## config.mk

```make
export PLATFORM = sky130hd
export DESIGN_NAME = fcf_datapath
export DESIGN_NICKNAME = d
export VERILOG_FILES = /design/src/sv/fcf_pkg.sv /design/src/sv/fcf_datapath.sv
export SDC_FILE = /design/constraint.sdc
export NUM_CORES = 2
export LEC_CHECK = 0
export BUFFER_PORTS_ARGS = -buffer_cell sky130_fd_sc_hd__buf_2
export CAP_MARGIN = 10
export CORE_MARGIN = 5
export CORE_UTILIZATION = 40
export DETAILED_ROUTE_END_ITERATION = 16
export PLACE_DENSITY = 0.57
export SETUP_SLACK_MARGIN = 0.1
export SLEW_MARGIN = 10
export SYNTH_ARGS = -nofsm -noshare
export SYNTH_HDL_FRONTEND = slang
export SYNTH_SLANG_ARGS = --single-unit
```

## constraint.sdc

```tcl
create_clock -name clk -period 6.92 [get_ports clk]
set_input_delay 0.346 -clock clk [delete_from_list [all_inputs] [get_ports clk]]
set_output_delay 0.346 -clock clk [all_outputs]
set_load 0.02 [all_outputs]
```

## src/sv/fcf_pkg.sv

```systemverilog
// Package for the feedback comb filter: shared constants, register index codes
// and the issue struct passed from the slot controller to the datapath.
// No dependencies.
`timescale 1ns / 1ps

package fcf_pkg;

  // Defaults of the top-level parameters.
  localparam int LINE_DEPTH_DEF  = 4096;
  localparam int SAMPLE_BITS_DEF = 24;

  // Configuration port.
  localparam int CFG_IDX_BITS  = 2;
  localparam int CFG_DATA_BITS = 16;
  localparam logic [CFG_IDX_BITS-1:0] REG_DELAY    = 2'd0;
  localparam logic [CFG_IDX_BITS-1:0] REG_FB_GAIN  = 2'd1;
  localparam logic [CFG_IDX_BITS-1:0] REG_OUT_GAIN = 2'd2;

  // Register widths and reset values.
  localparam int DELAY_BITS = 12;
  localparam int GAIN_BITS  = 16;
  localparam logic signed [GAIN_BITS-1:0] OUT_GAIN_RESET = 16'sd4096;

  // Fixed-point formats: feedback gain is Q0.16, output gain is Q4.12.
  localparam int FB_FRAC  = 16;
  localparam int OUT_FRAC = 12;
  localparam int FB_HALF  = 1 << (FB_FRAC - 1);
  localparam int OUT_HALF = 1 << (OUT_FRAC - 1);

  // Result queue.
  localparam int OUTQ_DEPTH    = 4;
  localparam int OUTQ_PTR_BITS = $clog2(OUTQ_DEPTH);
  localparam int OUTQ_CNT_BITS = $clog2(OUTQ_DEPTH + 1);

  // Per-word flags handed to the datapath when a word is accepted.
  typedef struct packed {
    logic valid;   // a word is accepted in this cycle
    logic old_ok;  // the write slot holds a written value
    logic rd_ok;   // the read slot holds a written value
    logic kzero;   // zero delay: the read slot is the slot just written
  } fcf_issue_t;

endpackage

```

## src/sv/fcf_datapath.sv

```systemverilog
// Arithmetic pipeline of the feedback comb filter: feedback multiply, store
// value, output multiply, rounding and saturation. Depends on fcf_pkg.
`timescale 1ns / 1ps

module fcf_datapath #(
  parameter int SAMPLE_BITS = fcf_pkg::SAMPLE_BITS_DEF
) (
  input  logic                                   clk,
  input  logic                                   rst,
  input  fcf_pkg::fcf_issue_t                    issue,
  input  logic signed [SAMPLE_BITS-1:0]          sample_in,
  input  logic [fcf_pkg::GAIN_BITS-1:0]          feedback_gain,
  input  logic signed [fcf_pkg::GAIN_BITS-1:0]   output_gain,
  input  logic signed [SAMPLE_BITS-1:0]          rd_data,
  output logic signed [SAMPLE_BITS-1:0]          wr_data,
  output logic                                   push,
  output logic signed [SAMPLE_BITS-1:0]          push_data
);
  import fcf_pkg::*;

  localparam int SB  = SAMPLE_BITS;
  localparam int PFW = SB + GAIN_BITS + 1;
  localparam int PO  = SB + GAIN_BITS;
  localparam int OW  = PO - OUT_FRAC;

  logic                 v_a, v_b, v_c, v_d;
  logic signed [SB-1:0] x_a, x_b;
  logic                 old_ok_a;
  logic                 rd_ok_a, rd_ok_b;
  logic                 kzero_a, kzero_b;
  logic signed [SB-1:0] old_sel;
  logic signed [PFW-1:0] prod_fb;
  logic signed [PFW-1:0] fb_sum;
  logic signed [SB:0]    fb;
  logic signed [SB+1:0]  w_wide;
  logic                  w_ovf;
  logic signed [SB-1:0]  y_sel;
  logic signed [SB-1:0]  y_c;
  logic signed [PO-1:0]  prod_o;
  logic signed [PO-1:0]  o_sum;
  logic signed [OW-1:0]  o_sh;
  logic                  o_ovf;

  // Stage A: old content of the write slot arrives and is scaled.
  assign old_sel = old_ok_a ? rd_data : '0;

  // Stage B: stored value with round-half-up and saturation.
  always_comb begin
    fb_sum  = prod_fb + PFW'(FB_HALF);
    fb      = $signed(fb_sum[PFW-1:FB_FRAC]);
    w_wide  = (SB+2)'(x_b) + (SB+2)'(fb);
    w_ovf   = !((&w_wide[SB+1:SB-1]) || !(|w_wide[SB+1:SB-1]));
    wr_data = w_ovf ? {w_wide[SB+1], {(SB-1){~w_wide[SB+1]}}} : w_wide[SB-1:0];
    if (kzero_b) begin
      y_sel = wr_data;
    end else if (rd_ok_b) begin
      y_sel = rd_data;
    end else begin
      y_sel = '0;
    end
  end

  // Stage D: output rounding and saturation into the result queue.
  always_comb begin
    o_sum     = prod_o + PO'(OUT_HALF);
    o_sh      = $signed(o_sum[PO-1:OUT_FRAC]);
    o_ovf     = !((&o_sh[OW-1:SB-1]) || !(|o_sh[OW-1:SB-1]));
    push_data = o_ovf ? {o_sh[OW-1], {(SB-1){~o_sh[OW-1]}}} : o_sh[SB-1:0];
    push      = v_d;
  end

  always_ff @(posedge clk) begin
    if (rst) begin
      v_a <= 1'b0;
      v_b <= 1'b0;
      v_c <= 1'b0;
      v_d <= 1'b0;
    end else begin
      v_a <= issue.valid;
      v_b <= v_a;
      v_c <= v_b;
      v_d <= v_c;
    end
  end

  always_ff @(posedge clk) begin
    if (issue.valid) begin
      x_a      <= sample_in;
      old_ok_a <= issue.old_ok;
      rd_ok_a  <= issue.rd_ok;
      kzero_a  <= issue.kzero;
    end
    if (v_a) begin
      x_b     <= x_a;
      rd_ok_b <= rd_ok_a;
      kzero_b <= kzero_a;
      prod_fb <= PFW'(old_sel) * PFW'($signed({1'b0, feedback_gain}));
    end
    if (v_b) begin
      y_c <= y_sel;
    end
    if (v_c) begin
      prod_o <= PO'(y_c) * PO'(output_gain);
    end
  end

endmodule

```

# Word level (Yosys, flattened, before mapping)
# Cells that the tools add are included.
[totals]
ff_bits = 162
input_bits = 86
out_inout_bits = 49
wordCells = 34
[classes]
mux = 5
bitwise_logic = 2
n_addsub = 3
mul = 2
reduce_logical = 8
[op_table]
columns = ["op", "n"]
rows = [
  ["24-bit 2-to-1 mux", 5],
  ["41-bit by 17-bit adder with 41-bit output (second input constant)", 1],
  ["24-bit by 17-bit multiplier with 41-bit output", 1],
  ["40-bit by 13-bit adder with 40-bit output (second input constant)", 1],
  ["24-bit by 16-bit multiplier with 40-bit output", 1],
  ["24-bit by 25-bit adder with 26-bit output", 1],
  ["5-bit AND reduction", 1],
  ["5-bit OR reduction", 1],
  ["3-bit AND reduction", 1],
  ["3-bit OR reduction", 1],
  ["1-bit logical NOT", 2],
  ["1-bit logical OR", 2],
  ["1-bit NOT", 2],
]

# Depth between registers and ports, before layout
[depth]
word_depth = 7
ltp_mapped = 26
ltp_nobuf = 24

# Least setup slack after synthesis
# No wires, ideal clock.
[synth_timing]
path_kind = "reg2reg"
from = "register old_ok_a"
to = "register prod_fb[40] (data pin)"
path_buffers = 2
synth_period_minus_slack_ns = 6.517
stages_incl_launch_ff = 25
arrival_time_ns = 6.257
setup_slack_ns = 0.403
setup_time_ns = 0.260
required_ns = 6.660
path_cell_list = "edfxtp_1 > clkbuf_1 > and2_1 > clkbuf_1 > nand2_1 > fa_1 > fa_1 > fa_1 > inv_1 > fa_1 > fa_1 > inv_1 > fa_1 > inv_1 > ha_1 > o21a_1 > o211ai_1 > nor4_1 > o21ai_0 > a21oi_1 > a21oi_1 > o31ai_1 > nor4_1 > nor3_1 > xnor2_1"
[synth_between]
elab_chain_cells = 2
[synth_lines]
columns = ["element", "line_no", "rtl"]
rows = [
  ["from (decl)", "fcf_datapath.sv:28", "logic old_ok_a;"],
  ["from (signal assigned)", "fcf_datapath.sv:89", "old_ok_a <= issue.old_ok;"],
  ["24-bit 2-to-1 mux", "fcf_datapath.sv:45", "assign old_sel = old_ok_a ? rd_data : '0;"],
  ["24-bit by 17-bit multiplier with 41-bit output", "fcf_datapath.sv:97", "prod_fb <= PFW'(old_sel) * PFW'($signed({1'b0, feedback_gain}));"],
  ["to (signal assigned)", "fcf_datapath.sv:97", ""],
  ["to (decl)", "fcf_datapath.sv:32", "logic signed [PFW-1:0] prod_fb;"],
]
# No other way between the ends.
# A chain may end at the register's enable or synchronous reset.

# Worst setup path in the final report
[layout_timing]
from = "register old_ok_a"
to = "register prod_fb[33] (data pin)"
# Same word-level chain as after synthesis.

==> results.toml <==
[timing]
hold_viol = 0
fin_skew_ps = 26.6
relSlewSlack_pct = 31.0
min_period_ps = 6810
maxSlewViolCount = 0
clock.fmax_ghz = 0.147
tightestPinTransition_ps = 1030
rsz0062_at_grt = "yes"
fin_setup_tns_ps = 0
setup_violations = 0
period_share_pct = 98.4

[hold_path]
hold_class = "input pin to register"
hp-start = "sample_in[4]"
hold_end = "x_a[4]"
hold_depth = 1

[floorplanning]
rows = 107
die_h_um = 302
io_pins = 135
die_area_um2 = 91000
die_w_um = 302
initial_utilization_pct = 40.1
core_um2 = 84700

[placement]
dp_hpwl_mm = 77.4
gp_congestion = 0.892
port_buffers = 134

[drt]
drtIter0Drc = 1669
vias = 24687
finalWirelength_mm = 91.8
drc = 0
firstDrtPassIters = 5
wl_per_cell_um = 18.5
viasPerCell = 4.96
postRouteAntennaNets = 0

[synthesis]
synthTopCellsByArea = "fa_1 (44%), edfxtp_1 (12%), inv_1 (9.7%), ha_1 (8.1%), nand2_1 (5.6%)"
synth_area_um2 = 34000
synth.distinct_cells = 73
synth-edff-count = 132
synth_fp_nets = 4686
ys_warn_count = 0
async_reset_ff_share_pct = 0
syn_area_per_cell_um2 = 9.37
netlist.area_leader.share_pct = 44.1
yosysSeqAreaShare_pct = 11.9
synth_flop_cell = "edfxtp_1"
synth_top_area_cell = "fa_1"
ys_seq_elements = 136
netlist_instances = 3630

[cells_and_area]
syn_to_final_growth_pct = 11.7
fillerInstances = 8232
final_nets = 4870
drive_gt1_share_pct = 11.7

[clocking]
root_buffer = "clkbuf_16"
cts_htree_levels = 4
clk_pin_slew_ps = 90
insertion_delay_ps = 480
clock-sinks = 136
numCtsBuffers = 17
cts_buffer_depth = 2
tritoncts = "done"

[worst_setup_path]
cp.arrival_ps = 7010
r2r-end = "prod_fb[33]"
cp-startpoint = "old_ok_a"
r2r_start = "old_ok_a"
r2r_cells = 25
critPathMaxStageDelay_ps = 540
rrSetupSlack_ps = 110
crit_required_ps = 7130
startpoint_type = "register"
crit_fanout = 19
crit_buf_inv = 8
worst_path_most_repeated_cell = "fa_1"
worst_setup_path_end_kind = "register"
crit_type = "register to register"
crit_family = "adder cells"
crit_slowest_cell = "edfxtp_1"

[global_route]
grt.total_usage_pct = 20.5
grt_max_degree = 54
grt_pass1_wl_mm = 145
grt_pass1_vias = 25915
grt_remaining_overflow = 0
antenna_found_initial = 4

[job]
drv_cap = 0

[run_status]
status = "complete, no violations"
==> sequential cells by signal (all words and copies together), names as in the netlist <==
register	flops
prod_o	29
prod_fb	26
x_a	24
x_b	24
y_c	24
kzero_a	1
kzero_b	1
old_ok_a	1
push	1
rd_ok_a	1
rd_ok_b	1
v_a	1
v_b	1
v_c	1
==> synth_stat cells (all sizes together) (18+ instances only) <==
library cell,instances
ha,221
o211ai,25
xnor2,81
clkbuf,141
nand4,23
fa,749
and2,184
inv,882
nand3,25
nand2,505
xor2,47
o21ai,87
nor2,83
and3,176
a21o,39
edfxtp,132
nor3,18
o21a,21
a21oi,64
==> metal layers <==
layer / share of wire [%] / track usage (%)
met3: 9.2 / 5.69
met4: 1.5 / 3.61
met5: 0.029 / 0
met1: 44 / 28.8
met2: 45 / 32.3
==> metrics by stage <==
step	setup slack, ps	utilization [%]	hold slack (ps)	cell area [µm²]	std cells
2_1_floorplan	403	-	400	34000	3630
3_3_place_gp	-107	43.3	401	36700	4906
3_5_place_dp	-217	43.3	406	36700	4906
4_1_cts	100	44.1	1.08	37400	4941
5_1_grt	-35.5	44.8	18.8	38000	4971
6_report	112	44.8	38.4	38000	4973
==> area by class of cell <==
cell class	count	area [µm²]	area share, %
clock inverter	14	139	0.365
multi-input combinational	2461	26400	69.4
tap	1144	1430	3.77
clock buffer	18	429	1.13
timing repair buffer	316	2270	5.98
inverter	882	3310	8.71
sequential	136	4050	10.6
antenna	2	5.00	0.0132
==> worst max-delay path by stage <==
stage | end | slack (ps) | cells past startpoint
after floorplan | prod_fb[40] | 400 | 24
after global placement | prod_fb[40] | -110 | 23
after detailed placement | prod_fb[40] | -220 | 23
after CTS | prod_fb[34] | 100 | 25
after global routing | prod_fb[34] | -40 | 26
final | prod_fb[33] | 110 | 25
==> worst register-to-register path, delay by kind of cell, from the launching register on <==
family	cells	cell delay, ps
AO/OA/AOI/OAI	8	1530
XOR/XNOR	1	130
adder cells (fa/ha/maj)	7	3110
buffers and inverters	8	1030
flip-flops	1	540
AND/OR/NAND/NOR	1	170
==> layout by cell type (no fill, tap or decap), types with 5 or more instances in the layout <==
cell and n:
ha_4 6, inv_1 872, and3_1 172, or2_2 6, and4_1 6, edfxtp_1 132, buf_4 157, nand4_1 23
fa_2 8, xnor2_1 81, a211oi_1 10, nor2_1 83, and2_1 165, nor3_1 16, nand3_1 24, o21ai_0 78
xor2_1 47, o211ai_2 10, clkbuf_16 22, o21bai_1 8, ha_1 214, o21a_1 21, nand2b_1 15, o21ai_1 5
buf_2 134, inv_2 10, o211ai_1 15, nand2_1 503, a21o_1 38, nor2b_1 7, fa_1 741, buf_6 11
and2_4 12, and2_2 7, a21oi_2 7, a21oi_1 56
==> kinds of logic after synthesis <==
logic type	count (synthesis)	synth area share [%]
and+or+nand+nor	1059	15.1
buffers and inverters	1033	11.5
adders and majority gates	970	52.2
AOI/OAI and AO/OA	304	6.04
DFF	136	11.9
xor gates and xnor gates	128	3.30
==> timing repair <==
action	4_1_cts	5_1_grt
endpoints found under the setup margin	9	19
setup buffers	0	24
pin swaps	1	44
hold buffers	2	0
gates resized for setup	10	91
endpoints found under the hold margin	2	0
cloned	1	6
Power is not shown: default switching activity piles up to over one toggle a cycle in this logic, so the estimate is an artifact.
