--- src/sv/fcf_pkg.sv ---
// Package for the feedback comb filter: shared constants, register index codes
// and the issue struct passed from the slot controller to the datapath.
// No dependencies.
`timescale 1ns / 1ps

package fcf_pkg;

  // Defaults of the top-level parameters.
  localparam int LINE_DEPTH_DEF  = 4096;
  localparam int SAMPLE_BITS_DEF = 24;

  // Configuration port.
  localparam int CFG_IDX_BITS  = 2;
  localparam int CFG_DATA_BITS = 16;
  localparam logic [CFG_IDX_BITS-1:0] REG_DELAY    = 2'd0;
  localparam logic [CFG_IDX_BITS-1:0] REG_FB_GAIN  = 2'd1;
  localparam logic [CFG_IDX_BITS-1:0] REG_OUT_GAIN = 2'd2;

  // Register widths and reset values.
  localparam int DELAY_BITS = 12;
  localparam int GAIN_BITS  = 16;
  localparam logic signed [GAIN_BITS-1:0] OUT_GAIN_RESET = 16'sd4096;

  // Fixed-point formats: feedback gain is Q0.16, output gain is Q4.12.
  localparam int FB_FRAC  = 16;
  localparam int OUT_FRAC = 12;
  localparam int FB_HALF  = 1 << (FB_FRAC - 1);
  localparam int OUT_HALF = 1 << (OUT_FRAC - 1);

  // Result queue.
  localparam int OUTQ_DEPTH    = 4;
  localparam int OUTQ_PTR_BITS = $clog2(OUTQ_DEPTH);
  localparam int OUTQ_CNT_BITS = $clog2(OUTQ_DEPTH + 1);

  // Per-word flags handed to the datapath when a word is accepted.
  typedef struct packed {
    logic valid;   // a word is accepted in this cycle
    logic old_ok;  // the write slot holds a written value
    logic rd_ok;   // the read slot holds a written value
    logic kzero;   // zero delay: the read slot is the slot just written
  } fcf_issue_t;

endpackage

--- src/sv/fcf_ctrl.sv ---
// Slot controller of the feedback comb filter: ring slots, fill count, input
// pacing, words in flight and delay-line addressing. Depends on fcf_pkg.
`timescale 1ns / 1ps

module fcf_ctrl #(
  parameter int LINE_DEPTH = fcf_pkg::LINE_DEPTH_DEF
) (
  input  logic                            clk,
  input  logic                            rst,
  input  logic [fcf_pkg::DELAY_BITS-1:0]  delay_samples,
  input  logic                            delay_write,
  input  logic                            in_valid,
  output logic                            in_stall,
  input  logic                            out_take,
  output fcf_pkg::fcf_issue_t             issue,
  output logic [$clog2(LINE_DEPTH)-1:0]   rd_addr,
  output logic                            wr_en,
  output logic [$clog2(LINE_DEPTH)-1:0]   wr_addr
);
  import fcf_pkg::*;

  localparam int AW   = $clog2(LINE_DEPTH);
  localparam int LW   = $clog2(LINE_DEPTH + 1);
  localparam int KMAX = LINE_DEPTH - 2;
  localparam int CW   = OUTQ_CNT_BITS;

  logic [LW-1:0] keff;
  logic [LW-1:0] len;
  logic [AW-1:0] ws;
  logic [AW-1:0] rs;
  logic [AW-1:0] ws_next;
  logic [AW-1:0] rs_next;
  logic [LW-1:0] ws_inc;
  logic [LW-1:0] rs_inc;
  logic [LW-1:0] fill;
  logic [LW-1:0] fill_next;
  logic          phase;
  logic          reload_pend;
  logic [CW-1:0] outstanding;
  logic [CW-1:0] outstanding_next;
  logic          in_acc;
  logic          acc_a;
  logic          acc_b;
  logic [AW-1:0] ws_a;
  logic [AW-1:0] rs_a;
  logic [AW-1:0] ws_b;

  // Effective delay saturates at the line size minus two.
  always_comb begin
    if (32'(delay_samples) > 32'(KMAX)) begin
      keff = LW'(KMAX);
    end else begin
      keff = LW'(delay_samples);
    end
    len = keff + LW'(2);
  end

  always_comb begin
    ws_inc  = LW'(ws) + LW'(1);
    rs_inc  = LW'(rs) + LW'(1);
    ws_next = (ws_inc == len) ? '0 : ws_inc[AW-1:0];
    rs_next = (rs_inc == len) ? '0 : rs_inc[AW-1:0];
    fill_next = (fill == len) ? fill : fill + LW'(1);
  end

  assign in_stall = rst | phase | reload_pend | (outstanding == CW'(OUTQ_DEPTH));
  assign in_acc   = in_valid & ~in_stall;

  always_comb begin
    issue.valid  = in_acc;
    issue.old_ok = LW'(ws_next) < fill;
    issue.rd_ok  = LW'(rs_next) < fill_next;
    issue.kzero  = (keff == '0);
  end

  always_comb begin
    unique case ({in_acc, out_take})
      2'b10:   outstanding_next = outstanding + CW'(1);
      2'b01:   outstanding_next = outstanding - CW'(1);
      default: outstanding_next = outstanding;
    endcase
  end

  // Read port: the old write-slot value in the accept cycle, the read slot in the
  // cycle after. Pacing keeps these two reads from colliding.
  assign rd_addr = acc_a ? rs_a : ws_next;
  assign wr_en   = acc_b;
  assign wr_addr = ws_b;

  always_ff @(posedge clk) begin
    if (rst) begin
      ws          <= AW'(1);
      rs          <= AW'(1);
      fill        <= '0;
      phase       <= 1'b0;
      reload_pend <= 1'b0;
      outstanding <= '0;
      acc_a       <= 1'b0;
      acc_b       <= 1'b0;
    end else begin
      phase       <= in_acc;
      reload_pend <= delay_write;
      acc_a       <= in_acc;
      acc_b       <= acc_a;
      outstanding <= outstanding_next;
      if (reload_pend) begin
        ws   <= AW'(keff + LW'(1));
        rs   <= AW'(1);
        fill <= '0;
      end else if (in_acc) begin
        ws   <= ws_next;
        rs   <= rs_next;
        fill <= fill_next;
      end
    end
  end

  always_ff @(posedge clk) begin
    if (in_acc) begin
      ws_a <= ws_next;
      rs_a <= rs_next;
    end
    ws_b <= ws_a;
  end

  a_cap : assert property (@(posedge clk) disable iff (rst)
    outstanding <= CW'(OUTQ_DEPTH))
    else $error("more words in flight than the result queue holds");

  a_pace : assert property (@(posedge clk) disable iff (rst)
    in_acc |=> !in_acc)
    else $error("words accepted in back-to-back cycles");

  a_slot : assert property (@(posedge clk) disable iff (rst)
    !reload_pend |-> (LW'(ws) < len) && (LW'(rs) < len))
    else $error("ring slot outside the ring");

endmodule

--- config.mk ---
export PLATFORM = sky130hd
export DESIGN_NAME = fcf_ctrl
export DESIGN_NICKNAME = d
export VERILOG_FILES = /design/src/sv/fcf_pkg.sv /design/src/sv/fcf_ctrl.sv
export SDC_FILE = /design/constraint.sdc
export NUM_CORES = 1
export LEC_CHECK = 0
export BUFFER_PORTS_ARGS = -buffer_cell sky130_fd_sc_hd__clkbuf_2
export CAP_MARGIN = 25
export CORE_UTILIZATION = 47
export CTS_CLUSTER_SIZE = 12
export DETAILED_ROUTE_END_ITERATION = 8
export HOLD_SLACK_MARGIN = 0.05
export PLACE_DENSITY = 0.73
export SLEW_MARGIN = 15
export SYNTH_ARGS = -nofsm -noshare
export SYNTH_HDL_FRONTEND = slang
export SYNTH_SLANG_ARGS = --single-unit
--- constraint.sdc ---
create_clock -name clk -period 4.55 [get_ports clk]
set_clock_uncertainty 0.1 [all_clocks]
set_input_delay 0.455 -clock clk [delete_from_list [all_inputs] [get_ports clk]]
set_output_delay 0.455 -clock clk [all_outputs]
set_load 0.01 [all_outputs]
* Word level (Yosys, flattened, before mapping) *
Index checks and enable logic that the tools add are counted.

word-level totals
  bits in registers = 79
  bits in latches = 0
  memory bits (writable) = 0
  ROM bits = 0
  input port bits = 17
  output and inout bits = 30
  word-level logic and storage cells = 43
  memories kept = 0

operators by class
  add/sub/neg operators = 7
  multipliers = 0
  divide/modulo/power cells = 0
  order comparisons = 3
  equality and inequality tests = 6
  shift operators = 0
  multiplexer cells = 8
  bitwise gates (word level) = 5
  reduce and logical (&&, ||, !) cells = 4

operators by type and width
  cell                     count
  $mux W12                 6
  $eq A13 B13 Y1           3
  $add A12 B1 Y13 const B  2
  $lt A12 B13 Y1           2
  $add A13 B1 Y13 const B  1
  $add A13 B2 Y13 const B  1
  $logic_not A13 Y1        1
  $mux W13                 1
  $add A12 B1 Y12 const B  1
  $gt A12 B12 Y1 const B   1
  $pmux W3 S2              1
  $reduce_bool A2 Y1       2
  $add A3 B1 Y3 const B    1
  $eq A3 B3 Y1 const B     1
  $or A1 B1 Y1             3
  $sub A3 B1 Y3 const B    1
  $eq A2 B1 Y1 const B     1
  $eq A2 B2 Y1 const B     1
  $reduce_or A2 Y1         1
  $and A1 B1 Y1            1
  $not A1 Y1               1

* Depth between registers and ports, before layout *
  depth after elaboration = 7
  gate-level depth with buffers = 22
  gate-level depth less buffers = 18

* Worst setup path before layout *
OpenSTA, ideal clock, no wires.

  kind = input to output
  start = in delay_samples[1] in the netlist's numbering
  end = out issue[2] in the netlist's numbering
  data arrival time = 4.399 ns
  data required time = 3.995 ns
  setup slack = -0.404 ns
  stages on the path = 22
  buffers on the path = 5
  path through = buf_2 > clkbuf_1 > ha_1 > buf_2 > nand4_2 > or2_2 > xor2_1 > xor2_1 > nor4_1 > and3_1 > buf_2 > clkbuf_1 > nor2_1 > ha_1 > a21o_1 > a21o_1 > a21o_1 > a21o_1 > a21o_1 > a21oi_1 > o21ai_0 > a31oi_1

RTL lines
  what             RTL line        text
  start, declared  fcf_ctrl.sv:10  input logic [fcf_pkg::DELAY_BITS-1:0] delay_samples,
  end, declared    fcf_ctrl.sv:15  output fcf_pkg::fcf_issue_t issue,

==> results by group <==
Power and ir drop
  • Internal: between 1000 and 1500 uW
  • Pwr/cell area: 280 nW/um^2
  • Relative contribution of sequential cells to total power: 40.7%
  • Worst VDD drop: 0.000252 V
  • Switching portion of total power: between 30 and 40%
  • Comb pwr share: between 20 and 25%
  • Leak: ~0.0028 uW
  • Switching power total: approximately 590 uW
  • Clock power share: 37.8%

Worst setup path
  • Worst R2R Start: reload_pend
  • Crit path kind: in -> out
  • Top delay family on crit path: simple AND/OR/NAND/NOR gates
  • Crit path launch type: primary input
  • Critical Path Fanout Max: 4
  • CP max stage delay: ~0.57 ns
  • Req. time, crit path: about 4 ns
  • Worst path arrival time: roughly 4.0 ns
  • Cell chain of the critical path: clkbuf_8 -> buf_6 -> nand3_4 -> xor2_4 -> xnor2_1 -> or4_1 -> or4_4 -> nor2b_4 -> nand2_1 -> xnor2_2 -> ha_4 -> a21oi_2 -> nor2b_1 -> o21ai_1 -> nand2b_1 -> a21oi_2 -> o21ai_1 -> a211o_1 -> o211ai_1 -> buf_2
  • Critical R2R Capture: ws[8]
  • Reg2reg path depth: 9
  • CP max stage cell: or4_4
  • Crit. End Element: output pin
  • R2R Setup Slk: ~1.2 ns
  • Buffer and inverter count on the worst path: 3

Floorplan
  • Die X: between 100 and 150 um
  • Starting Density: approximately half
  • Row count: 39
  • Core area: 11500 um^2
  • Die area: around 12000 um^2
  • Num ports: 47
  • Die height: 111 um

STA
  • Shortest period the worst path allows: about 4.6 ns
  • Slew margin rel.: 36.2%
  • Finish-stage setup viols: 1
  • Endpoints failing hold: 0
  • Post-route clock period utilization: 101%
  • RSZ-0062 raised after global routing: true
  • Slew at the pin closest to its max-slew limit: about 0.96 ns
  • Final WS setup: -0.0485 ns
  • Final hold slack: roughly 0.22 ns
  • Max-slew violations: 0
  • FMAX: around 0.22 GHz

Route
  • Pre-antenna DRT Iters: 5
  • Antenna-violating nets left: 0
  • DR iter-0 viols: 540
  • Routed vias: between 5000 and 6000
  • DRC: 0
  • Vias per cell: roughly 6.0
  • WL final: 16700 um
  • Routed wire length per instance: between 15 and 20 um

Hold path
  • WHS Path Cells: 2
  • Worst min-delay path endpoint: reload_pend
  • Hold WC Path Type: in -> reg
  • Hold Startpoint: delay_write

Synth
  • Register area share after synthesis: 32.9%
  • Number of synthesized flops with an enable pin: 24
  • Synth Register Bits: 79
  • YS warnings: 0
  • Area contributors post-synth: dfxtp_1, edfxtp_1, xnor2_1
  • Syn Nets: 673
  • Yosys top cell area share: roughly a fifth
  • Post-synth ARST share: 0%
  • Ys flop type: dfxtp_1
  • Cell taking the most area after synthesis: dfxtp_1
  • Syn avg cell area: slightly below 9 um^2
  • Post-synthesis cell area: 5540 um^2
  • Syn Inst Count: approximately 630
  • Synth cell types: 66

Run status
  • Outcome: finished, violations left
  • Failing checks: negative setup slack

GRT
  • Global-route wire length before repair: roughly 26000 um
  • Total gr overflow: 0
  • Global router's overall resource usage: a little over a quarter
  • Vias in the first global route: 5067
  • Largest net degree at the start of global routing: between 40 and 50
  • Antenna violations before repair: 0

CTS
  • Clock latency on the worst-skew pair: 0.35 ns
  • CTS Buf Count: 9
  • H-tree levels: 3
  • Clk pin slew, worst setup/hold paths: roughly 0.070 ns
  • Clk root buf: clkbuf_16
  • Clk buf depth: 2
  • Clock sinks: 79
  • CTS tree: yes

Final layout
  • Synthesis-to-layout area growth: 25.8%
  • # diodes: 0
  • Fin nets: between 700 and 800
  • Layout cells sized above 1: approximately 29%

Flow run
  • Max-cap violations: 0

Placement
  • Place WS: -0.0843 ns
  • Routability cong.: 0.983
  • HPWL after DPL: around 12000 um
  • Port bufs: 46
## layer usage
| layer | vias up | wire length (um) | track usage [%] |
|---|---|---|---|
| met5 | - | 0 | 0 |
| met4 | 0 | 768 | 13.7 |
| li1 | 2425 | - | - |
| met3 | 56 | 1400 | 5.32 |
| met2 | 261 | 7820 | 43.8 |
| met1 | 2484 | 6670 | 34.9 |
## worst max-delay path by stage
| stage | start | end | slack [ns] | cells after the start |
|---|---|---|---|---|
| final | delay_samples[2] | issue[1] | -0.05 | 20 |
| after global routing | delay_samples[7] | issue[1] | -0.21 | 19 |
| after CTS | delay_samples[1] | issue[2] | -0.06 | 22 |
| after detailed placement | delay_samples[1] | issue[1] | -0.08 | 20 |
| after global placement | delay_samples[1] | issue[1] | -0.02 | 20 |
| after floorplan | delay_samples[1] | issue[2] | -0.08 | 22 |
## power groups by stage
| stage | clock network (uW) | registers, uW | logic, uW |
|---|---|---|---|
| 5_1_grt | 774 | 798 | 454 |
| 4_1_cts | 745 | 792 | 407 |
| 6_report | 738 | 794 | 421 |
| 3_5_place_dp | 0 | 806 | 388 |
| 3_3_place_gp | 0 | 804 | 373 |
| 2_1_floorplan | 0 | 796 | 258 |
## kinds of logic (layout without fill, tap and decap cells)
| group | count (synthesis) | count (layout) | share of synthesized area [%] |
|---|---|---|---|
| compound gates | 116 | 116 | 14.4 |
| xor+xnor | 88 | 88 | 15.2 |
| fa+ha+maj | 30 | 30 | 6.91 |
| buf+inv | 72 | 167 | 5.76 |
| flops | 79 | 79 | 32.9 |
| mux | 8 | 8 | 1.51 |
| simple gates | 233 | 234 | 23.3 |
## flip-flops by register name, indices dropped and copies added (netlist names), 3 cells and up
signal	flops
rs_a	12
fill	13
ws	12
rs	12
ws_a	12
outstanding	3
wr_addr	12
## layout make-up
type | count | area (um^2)
fill | 936 | 4500
multi-input combinational | 476 | 3630
sequential | 79 | 1830
timing repair buffer | 125 | 922
clock buffer | 10 | 250
tap | 143 | 179
inverter | 26 | 97.6
clock inverter | 6 | 55.1
## Yosys cell counts, types with 9 or more instances
cell,n
inv_1,25
ha_1,29
dfxtp_1,55
nor2_1,50
a21oi_1,30
o21ai_0,13
and3_1,10
buf_2,15
nand3_1,39
clkbuf_1,25
edfxtp_1,24
nand4_1,12
o31ai_1,24
or3_1,12
nand2_1,44
xor2_1,33
xnor2_1,50
nor4_1,9
## what timing repair did
| item | 4_1_cts | 5_1_grt |
|---|---|---|
| setup endpoints to repair | 2 | 2 |
| resized for setup | 25 | 45 |
| pin swaps | 19 | 18 |
| hold buffers | 0 | 0 |
| setup buffers | 12 | 4 |
| hold endpoints to repair | 0 | 0 |
| gates cloned | 1 | 0 |
## stage by stage
stage | total power [uW] | instance area (um^2) | TNS (ns) | instances | utilization (%)
finish | 1950 | 6970 | -0.0485 | 865 | 60.8
global placement | 1180 | 6250 | -0.0181 | 832 | 54.5
CTS | 1940 | 6790 | -0.120 | 861 | 59.2
global route | 2030 | 6970 | -0.330 | 865 | 60.8
detailed placement | 1190 | 6250 | -0.167 | 832 | 54.5
floorplan | 1050 | 5590 | -0.130 | 626 | -
## placed cells by master, fill, tap and decap left out, types with 10 or more instances in the layout
| cell type | instances |
|---|---|
| or3_1 | 12 |
| dfxtp_1 | 47 |
| nand4_1 | 12 |
| o21ai_0 | 10 |
| nand3_1 | 39 |
| nor2_1 | 45 |
| buf_4 | 71 |
| xor2_1 | 23 |
| nand2_1 | 44 |
| xnor2_1 | 46 |
| clkbuf_2 | 37 |
| ha_1 | 25 |
| buf_6 | 10 |
| clkbuf_16 | 10 |
| a21oi_1 | 27 |
| inv_1 | 25 |
| edfxtp_1 | 24 |
| o31ai_1 | 23 |
Power figures use the tool's default switching activity.
