$ cat src/sv/fcf_pkg.sv
// Package for the feedback comb filter: shared constants, register index codes
// and the issue struct passed from the slot controller to the datapath.
// No dependencies.
`timescale 1ns / 1ps

package fcf_pkg;

  // Defaults of the top-level parameters.
  localparam int LINE_DEPTH_DEF  = 4096;
  localparam int SAMPLE_BITS_DEF = 24;

  // Configuration port.
  localparam int CFG_IDX_BITS  = 2;
  localparam int CFG_DATA_BITS = 16;
  localparam logic [CFG_IDX_BITS-1:0] REG_DELAY    = 2'd0;
  localparam logic [CFG_IDX_BITS-1:0] REG_FB_GAIN  = 2'd1;
  localparam logic [CFG_IDX_BITS-1:0] REG_OUT_GAIN = 2'd2;

  // Register widths and reset values.
  localparam int DELAY_BITS = 12;
  localparam int GAIN_BITS  = 16;
  localparam logic signed [GAIN_BITS-1:0] OUT_GAIN_RESET = 16'sd4096;

  // Fixed-point formats: feedback gain is Q0.16, output gain is Q4.12.
  localparam int FB_FRAC  = 16;
  localparam int OUT_FRAC = 12;
  localparam int FB_HALF  = 1 << (FB_FRAC - 1);
  localparam int OUT_HALF = 1 << (OUT_FRAC - 1);

  // Result queue.
  localparam int OUTQ_DEPTH    = 4;
  localparam int OUTQ_PTR_BITS = $clog2(OUTQ_DEPTH);
  localparam int OUTQ_CNT_BITS = $clog2(OUTQ_DEPTH + 1);

  // Per-word flags handed to the datapath when a word is accepted.
  typedef struct packed {
    logic valid;   // a word is accepted in this cycle
    logic old_ok;  // the write slot holds a written value
    logic rd_ok;   // the read slot holds a written value
    logic kzero;   // zero delay: the read slot is the slot just written
  } fcf_issue_t;

endpackage

$ cat src/sv/fcf_outq.sv
// Result queue of the feedback comb filter: a few entries in flip-flops that
// decouple the pipeline from the output stall. Depends on fcf_pkg.
`timescale 1ns / 1ps

module fcf_outq #(
  parameter int SAMPLE_BITS = fcf_pkg::SAMPLE_BITS_DEF
) (
  input  logic                          clk,
  input  logic                          rst,
  input  logic                          push,
  input  logic signed [SAMPLE_BITS-1:0] push_data,
  output logic                          pop_valid,
  input  logic                          pop_stall,
  output logic signed [SAMPLE_BITS-1:0] pop_data
);
  import fcf_pkg::*;

  localparam int PW = OUTQ_PTR_BITS;
  localparam int CW = OUTQ_CNT_BITS;

  logic signed [SAMPLE_BITS-1:0] mem [OUTQ_DEPTH];
  logic [PW-1:0] wr_ptr;
  logic [PW-1:0] rd_ptr;
  logic [CW-1:0] count;
  logic          pop;

  assign pop_valid = (count != '0);
  assign pop_data  = mem[rd_ptr];
  assign pop       = pop_valid & ~pop_stall;

  always_ff @(posedge clk) begin
    if (rst) begin
      wr_ptr <= '0;
      rd_ptr <= '0;
      count  <= '0;
    end else begin
      if (push) begin
        wr_ptr <= (wr_ptr == PW'(OUTQ_DEPTH - 1)) ? '0 : wr_ptr + PW'(1);
      end
      if (pop) begin
        rd_ptr <= (rd_ptr == PW'(OUTQ_DEPTH - 1)) ? '0 : rd_ptr + PW'(1);
      end
      unique case ({push, pop})
        2'b10:   count <= count + CW'(1);
        2'b01:   count <= count - CW'(1);
        default: count <= count;
      endcase
    end
  end

  always_ff @(posedge clk) begin
    if (push) begin
      mem[wr_ptr] <= push_data;
    end
  end

  a_no_overflow : assert property (@(posedge clk) disable iff (rst)
    push |-> count < CW'(OUTQ_DEPTH))
    else $error("result pushed into a full queue");

  a_count_up : assert property (@(posedge clk) disable iff (rst)
    push && !pop |=> count == CW'($past(count) + CW'(1)))
    else $error("queue count did not rise on push");

  a_count_down : assert property (@(posedge clk) disable iff (rst)
    pop && !push |=> count == CW'($past(count) - CW'(1)))
    else $error("queue count did not fall on pop");

endmodule

$ cat config.mk
export PLATFORM = sky130hd
export DESIGN_NAME = fcf_outq
export DESIGN_NICKNAME = d
export VERILOG_FILES = /design/src/sv/fcf_pkg.sv /design/src/sv/fcf_outq.sv
export SDC_FILE = /design/constraint.sdc
export NUM_CORES = 1
export LEC_CHECK = 0
export ABC_AREA = 1
export BUFFER_PORTS_ARGS = -buffer_cell sky130_fd_sc_hd__buf_4
export CORE_MARGIN = 2
export CORE_UTILIZATION = 30
export CTS_BUF_LIST = sky130_fd_sc_hd__clkbuf_8
export DETAILED_ROUTE_END_ITERATION = 12
export GPL_ROUTABILITY_DRIVEN = 0
export PLACE_DENSITY_LB_ADDON = 0.05
export SLEW_MARGIN = 20
export SYNTH_ARGS = -nofsm -noshare
export SYNTH_HDL_FRONTEND = slang
export SYNTH_SLANG_ARGS = --single-unit
$ cat constraint.sdc
create_clock -name clk -period 2.1 [get_ports clk]
set_input_delay 0.315 -clock clk [delete_from_list [all_inputs] [get_ports clk]]
set_output_delay 0.315 -clock clk [all_outputs]
set_load 0.05 [all_outputs]
[Yosys cells after proc, flatten, opt, wreduce, memory -nomap -nowiden]
Memory sizes are Yosys's and may differ from the RTL's. A register that Yosys moved wholly into a read port is not among the register bits.
Index checks and enable logic that the tools add are counted.
Storage, ports and cells
  bits in registers: 7
  RAM bits: 96
  input port bits: 28
  output and inout bits: 25
  word-level logic and storage cells: 23
  memories: 1
Memories
  mem: depth 4, width 24, read ports 1, clocked after memory_dff 1, write ports 1, RTL line fcf_outq.sv:21  | logic signed [SAMPLE_BITS-1:0] mem [OUTQ_DEPTH];
Cells by class
  add/sub/neg operators: 4
  eq/ne operators: 4
  multiplexer cells: 7
  bitwise operators: 2
  reductions and logical operators: 2
Operators by type and width (count)
  2-to-1 mux 2 bit: 4
  equality test 2 bit (second input constant): 3
  case mux 3 bit (2 select lines): 1
  adder 2 x 1 -> 2 bit (second input constant): 2
  adder 3 x 1 -> 3 bit (second input constant): 1
  nonzero test 3 bit: 1
  subtractor 3 x 1 -> 3 bit (second input constant): 1
  equality test 2 x 1 -> 1 bit (second input constant): 1
  2-to-1 mux 1 bit: 2
  nonzero test 2 bit: 1
  bitwise AND 1 bit: 1
  inverter 1 bit: 1

[Depth between registers and ports, before layout]
Gate-level depths: netlist of the first run.
  depth in word-level cells: 4
  gate-level depth with buffers: 11
  depth with buffers taken out: 11

[Worst setup path after synthesis of the first run]
No wires, ideal clock.
  path type: flip-flop to output port
  from: register with a tool-made name
  to: output pop_data[4]
  arrival time: 1.365 ns
  required time: 1.785 ns
  setup slack: 0.420 ns
  stages on the path, launching flop included: 4
  path buffers: 1
  path through: dfxtp_1 > buf_2 > o21ai_1 > o22ai_1
RTL lines
  end, declared: RTL line fcf_outq.sv:14  | output logic signed [SAMPLE_BITS-1:0] pop_data

==> impl_metrics.tcl, run 1 <==
set metrics [dict create \
    rsz0062_at_grt "false" \
    grt_max_degree 49 \
    die_height_um 122 \
    first_iter_violations 164 \
    crit_fanout 48 \
    start_kind "register" \
    wl_per_cell_um 15.9 \
    period_share_pct 93.8 \
    core_area_um2 13800 \
    whs_ns 0.117 \
    worstPathArrival_ns 1.65 \
    clk_pin_slew_ns 0.09 \
    insertion_delay_ns 0.35 \
    synth-main-ff-cell "edfxtp_1" \
    final_util_pct 36.8 \
    fmax_mhz 508 \
    cts_tree "done" \
    synth_cell_types 23 \
    maxSlewViolCount 0 \
    post_cts_buffers 0 \
    cap_violations 0 \
    slew_headroom_pct 74.7 \
    grt_pass1_vias 2505 \
    synth.top_cells.by_count "edfxtp_1 (96), o21ai_0 (46), nor2_1 (32)" \
    grt_usage_pct 12.2 \
    die_width_um 122 \
    async_reset_ff_share_pct 0 \
    start_util_pct 30.5 \
    finalSetupViolCount 0 \
    synth.most_common_cell "edfxtp_1" \
    portBuffers 52 \
    skew_ns 0.00705 \
    layout-drive-gt1-share_pct 34.1 \
    firstDrtPassIters 6 \
    syn_avg_cell_area_um2 14.2 \
    routed_via_density 4.49 \
    area_growth_pct 20.6 \
    yosysSeqAreaShare_pct 72.8 \
    yosys_warnings 0 \
    wl_met3_um 353 \
    worstSetupPathType "register to output port" \
    required_ns 1.78 \
    tns_ns 0 \
    yosys_register_bits 105 \
    synth_area_leader_cell "edfxtp_1" \
    antenna_left 0 \
    synthTopCellsByArea "edfxtp_1 (69%), o22ai_2 (5.9%), o21ai_0 (5.5%), dfxtp_1 (4.3%), nor2_2 (3.0%)" \
    cts-root-buf "clkbuf_8" \
    min_period_ns 1.97 \
    syn-cell-area_um2 4210 \
    clock_sinks 105 \
    drc 0 \
    antenna_found_initial 0 \
    fill_cells 1390 \
    hold_viol 0 \
    min-delay-path-class "input port to register" \
    ir_drop_v 0.000345 \
    h-tree-depth 3 \
    finalNetCount 391 \
    syn_inst 296 \
    synth.top_cell.area_share_pct 68.5 \
    tightestPinTransition_ns 0.379 \
    ios 53 \
    synth_edf_count 96 \
    clockBufferDepth 2 \
    crit_path_end_kind "output port" \
    dieArea_um2 15000 \
    cts_buffers 9 \
    wirelength_met1_um 3930 \
    antennaDiodeCount 0 \
    leakagePower_nw 1.84 \
    topRoutingLayerUsed "met4" \
    grt_overflow_total 0 \
    row_count 43 \
    grt_pass1_wl_um 13500 \
    outcome "finished, final reports clean" \
    holdBufCountCts 0 \
    dpl.hpwl_um 5330 \
    wl_met2_um 4240 \
    wl_um 8620 \
    vias 2428 \
    syn_nets 331 \
    power_density_nw_per_um2 1160 \
]
## final cells by class
class / instances / area [um^2] / share of cell area (%)
Sequential cell: 105 / 3070 / 60.4
Multi-Input combinational cell: 158 / 982 / 19.4
Timing Repair Buffer: 63 / 505 / 9.96
Tap cell: 180 / 225 / 4.44
Clock buffer: 10 / 138 / 2.71
Clock inverter: 6 / 82.6 / 1.63
Inverter: 19 / 76.3 / 1.50
## worst paths after layout
check / end / from / slack (ns) / cells after the start
max: pop_data[16] / register / 0.13 / 4
min: wr_ptr[0] / rst / 0.12 / 2
max reg2reg: count[2] / count[0] / 0.46 / 11
min reg2reg: wr_ptr[1] / wr_ptr[1] / 0.54 / 2
## flip-flops by register name (all words and copies together) (netlist names), named ones only
name	cells
mem	96
count	3
rd_ptr	2
wr_ptr	2
## per-stage QoR
stage               area [um^2]  worst slack (ns)  std cells  power (mW)
floorplan                  4210             0.420        296        4.01
global placement           4840             0.289        525        4.61
detailed placement         4840             0.311        525        4.62
CTS                        5070            0.0198        541        5.99
global route               5070            0.0210        541        6.21
finish                     5070             0.131        541        5.90
## critical path: stages, from the launching register on
cell     delay, ns
dfxtp_2       0.37
buf_8         0.28
o21ai_0       0.15
o22ai_1       0.24
buf_4         0.25
## layer usage
layer  GRT usage [%]  vias up
li1                -     1199
met1            15.4     1173
met2            20.5       49
met3            2.97        7
met4            4.31        0
met5               0        -
## power breakdown
| group | switching (mW) | leakage [nW] | total, mW | internal, mW |
|---|---|---|---|---|
| Clock | 0.655 | 0.117 | 1.35 | 0.699 |
| Sequential | 0.0543 | 0.957 | 2.46 | 2.41 |
| Combinational | 1.45 | 0.766 | 2.08 | 0.629 |
## kinds of logic after synthesis
kind of cell	after synthesis	synth area share, %
AOI/OAI and AO/OA	82	13.5
adders and majority gates	7	2.26
buffers and inverters	33	3.84
DFF	105	72.8
and+or+nand+nor	69	7.61
## timing repair
item / CTS / global route
cloned: 0 / 0
hold endpoints to repair: 0 / 0
resized for setup: 3 / 4
setup endpoints to repair: 17 / 2
## cells in the final DEF, fill, tap and decap left out
cell | synthesis | layout
or2_2 | 1 | 1
inv_1 | 17 | 18
o22ai_2 | 20 | 20
nor2_1 | 32 | 32
ha_1 | 6 | 6
o22ai_1 | 4 | 4
clkbuf_8 | 0 | 10
buf_4 | 1 | 60
nand4_1 | 1 | 1
nand3_1 | 4 | 4
dfxtp_1 | 9 | 7
a21oi_1 | 6 | 6
bufinv_16 | 0 | 2
a31oi_1 | 1 | 1
dfxtp_2 | 0 | 2
nor3_1 | 1 | 1
buf_8 | 0 | 1
nand2_1 | 10 | 10
edfxtp_1 | 96 | 96
clkinv_4 | 0 | 1
clkinv_2 | 0 | 2
buf_12 | 0 | 2
fa_1 | 1 | 1
nor2_2 | 20 | 20
o21ai_0 | 46 | 46
o21ai_1 | 5 | 5
inv_4 | 0 | 2
(Power assumes the default switching activity.)
==> run 2, diff against run 1 <==
--- a/config.mk
+++ b/config.mk
@@ -13,6 +13,7 @@
 export DETAILED_ROUTE_END_ITERATION = 12
 export GPL_ROUTABILITY_DRIVEN = 0
 export PLACE_DENSITY_LB_ADDON = 0.05
+export RECOVER_POWER = 100
 export SLEW_MARGIN = 20
 export SYNTH_ARGS = -nofsm -noshare
 export SYNTH_HDL_FRONTEND = slang
==> impl_metrics.tcl, run 2 (synthesis results as in run 1) <==
set metrics [dict create \
    swShare_pct 36.9 \
    min-delay-path-class "input port to register" \
    crit_fanout 48 \
    ir_drop_v 0.000341 \
    critPathBufInv 2 \
    required_ns 1.78 \
    final_cell_mix "edfxtp_1 (96), o21ai_0 (46), nor2_1 (32)" \
    combPwrFrac_pct 34.8 \
    slowest_stage "dfxtp_2" \
    largest_reg_flops 96 \
    top_usage_layer "met2" \
    ios 53 \
    cap_violations 0 \
    min_period_ns 1.97 \
    largest-register "mem" \
    routed_via_density 4.51 \
    worstPathArrival_ns 1.65 \
    area_growth_pct 17.5 \
    crit_path_end_kind "output port" \
    grt_overflow_total 0 \
    cts_buffers 9 \
    grt_max_degree 49 \
    skew_ns 0.00695 \
    finalSetupViolCount 0 \
    first_iter_violations 155 \
    wl_per_cell_um 15.9 \
    postPlaceCellArea_um2 4840 \
    hold_viol 0 \
    antennaDiodeCount 0 \
    cts-root-buf "clkbuf_8" \
    die_width_um 122 \
    drc 0 \
    grt_usage_pct 12.2 \
    whs_ns 0.117 \
    pre_cts_ws_ns 0.311 \
    start_kind "register" \
    grt_pass1_wl_um 13500 \
    clock_sinks 105 \
    antenna_found_initial 0 \
    firstDrtPassIters 6 \
    insertion_delay_ns 0.35 \
    antenna_left 0 \
    row_count 43 \
    slowest_delay_ns 0.37 \
    clockBufferDepth 2 \
    power_density_nw_per_um2 1180 \
    maxSlewViolCount 0 \
    met3_usage_pct 2.97 \
    p_switching_mw 2.16 \
    dpl.hpwl_um 5330 \
    grt_use_met2_pct 20.5 \
    fill_cells 1407 \
    design_area_um2 4940 \
    holdBufCountCts 0 \
    leakagePower_nw 1.73 \
    cts_tree "done" \
    period_share_pct 93.6 \
    rsz0062_at_grt "false" \
    path_cells "buf_8 -> o21ai_0 -> o22ai_2 -> buf_2" \
    tightestPinTransition_ns 0.587 \
    layout_commonest_cell "edfxtp_1" \
    finalNetCount 391 \
    clk_pin_slew_ns 0.09 \
    die_height_um 122 \
    slew_headroom_pct 60.9 \
    dieArea_um2 15000 \
    vias 2439 \
    wl_um 8610 \
    power_frac_seq_pct 42.1 \
    core_area_um2 13800 \
    h-tree-depth 3 \
    outcome "finished, final reports clean" \
    fin_ws_ns 0.134 \
    tns_ns 0 \
    start_util_pct 30.5 \
    layout-drive-gt1-share_pct 26.3 \
    p_int_mw 3.68 \
    reg.largest.list "mem (96), count (3)" \
    portBuffers 52 \
    post_cts_buffers 0 \
    path_delay_family "buffers and inverters" \
    fmax_mhz 509 \
    grt_pass1_vias 2505 \
    grtUsageMet1_pct 15.4 \
    p_clk_share_pct 23.1 \
    worstSetupPathType "register to output port" \
]
## run 2: changes by cell type in the layout (fill, tap and decap cells not counted)
cell | before | now
buf_12 | 2 | 1
buf_2 | 0 | 1
buf_4 | 60 | 16
clkbuf_1 | 0 | 28
clkbuf_2 | 0 | 4
clkbuf_4 | 0 | 12
## run 2: power by group through the flow
stage	logic (mW)	clock network (mW)	registers, mW
detailed placement	2.12	0	2.50
global placement	2.11	0	2.50
finish	2.03	1.35	2.46
floorplan	1.52	0	2.49
global route	2.20	1.49	2.47
CTS	2.13	1.41	2.46
## run 2: what timing repair did
action / 4_1_cts / 5_1_grt
endpoints found under the hold margin: 0 / 0
endpoints found under the setup margin: 17 / 2
cloned: 0 / 0
resized for setup: 3 / 4
## run 2: per-stage QoR
step / cells / util, % / total power [mW]
floorplan: 296 / - / 4.01
global placement: 525 / 35.1 / 4.61
detailed placement: 525 / 35.1 / 4.62
CTS: 541 / 36.8 / 5.99
global route: 541 / 35.9 / 6.16
finish: 541 / 35.9 / 5.84
## run 2: layer usage
metal | up-vias | part of all wire (%)
met5 | - | 0
met4 | 0 | 1.2
met3 | 7 | 3.6
met2 | 49 | 49
met1 | 1185 | 46
li1 | 1198 | -
## run 2: worst paths after layout
kind                            slack, ns  cells after the start       from           to
worst min-delay path                 0.12                      2        rst    wr_ptr[0]
worst max register to register       0.26                      4  wr_ptr[0]   mem[3][13]
worst min register to register       0.54                      2  wr_ptr[1]    wr_ptr[1]
worst max-delay path                 0.13                      4   register  pop_data[3]
## run 2: worst reg2reg max path, cell delays in order (launching register included)
cell	delay, ns
dfxtp_1	0.42
ha_1	0.20
nand2_1	0.06
inv_1	0.24
clkbuf_2	0.55
## run 2: final cells by class
class | instances | area [um^2] | area share (%)
sequential | 105 | 3070 | 62.0
multi-input combinational | 158 | 982 | 19.9
timing repair buffer | 63 | 375 | 7.59
tap | 180 | 225 | 4.55
clock buffer | 10 | 138 | 2.78
clock inverter | 6 | 82.6 | 1.67
inverter | 19 | 76.3 | 1.54
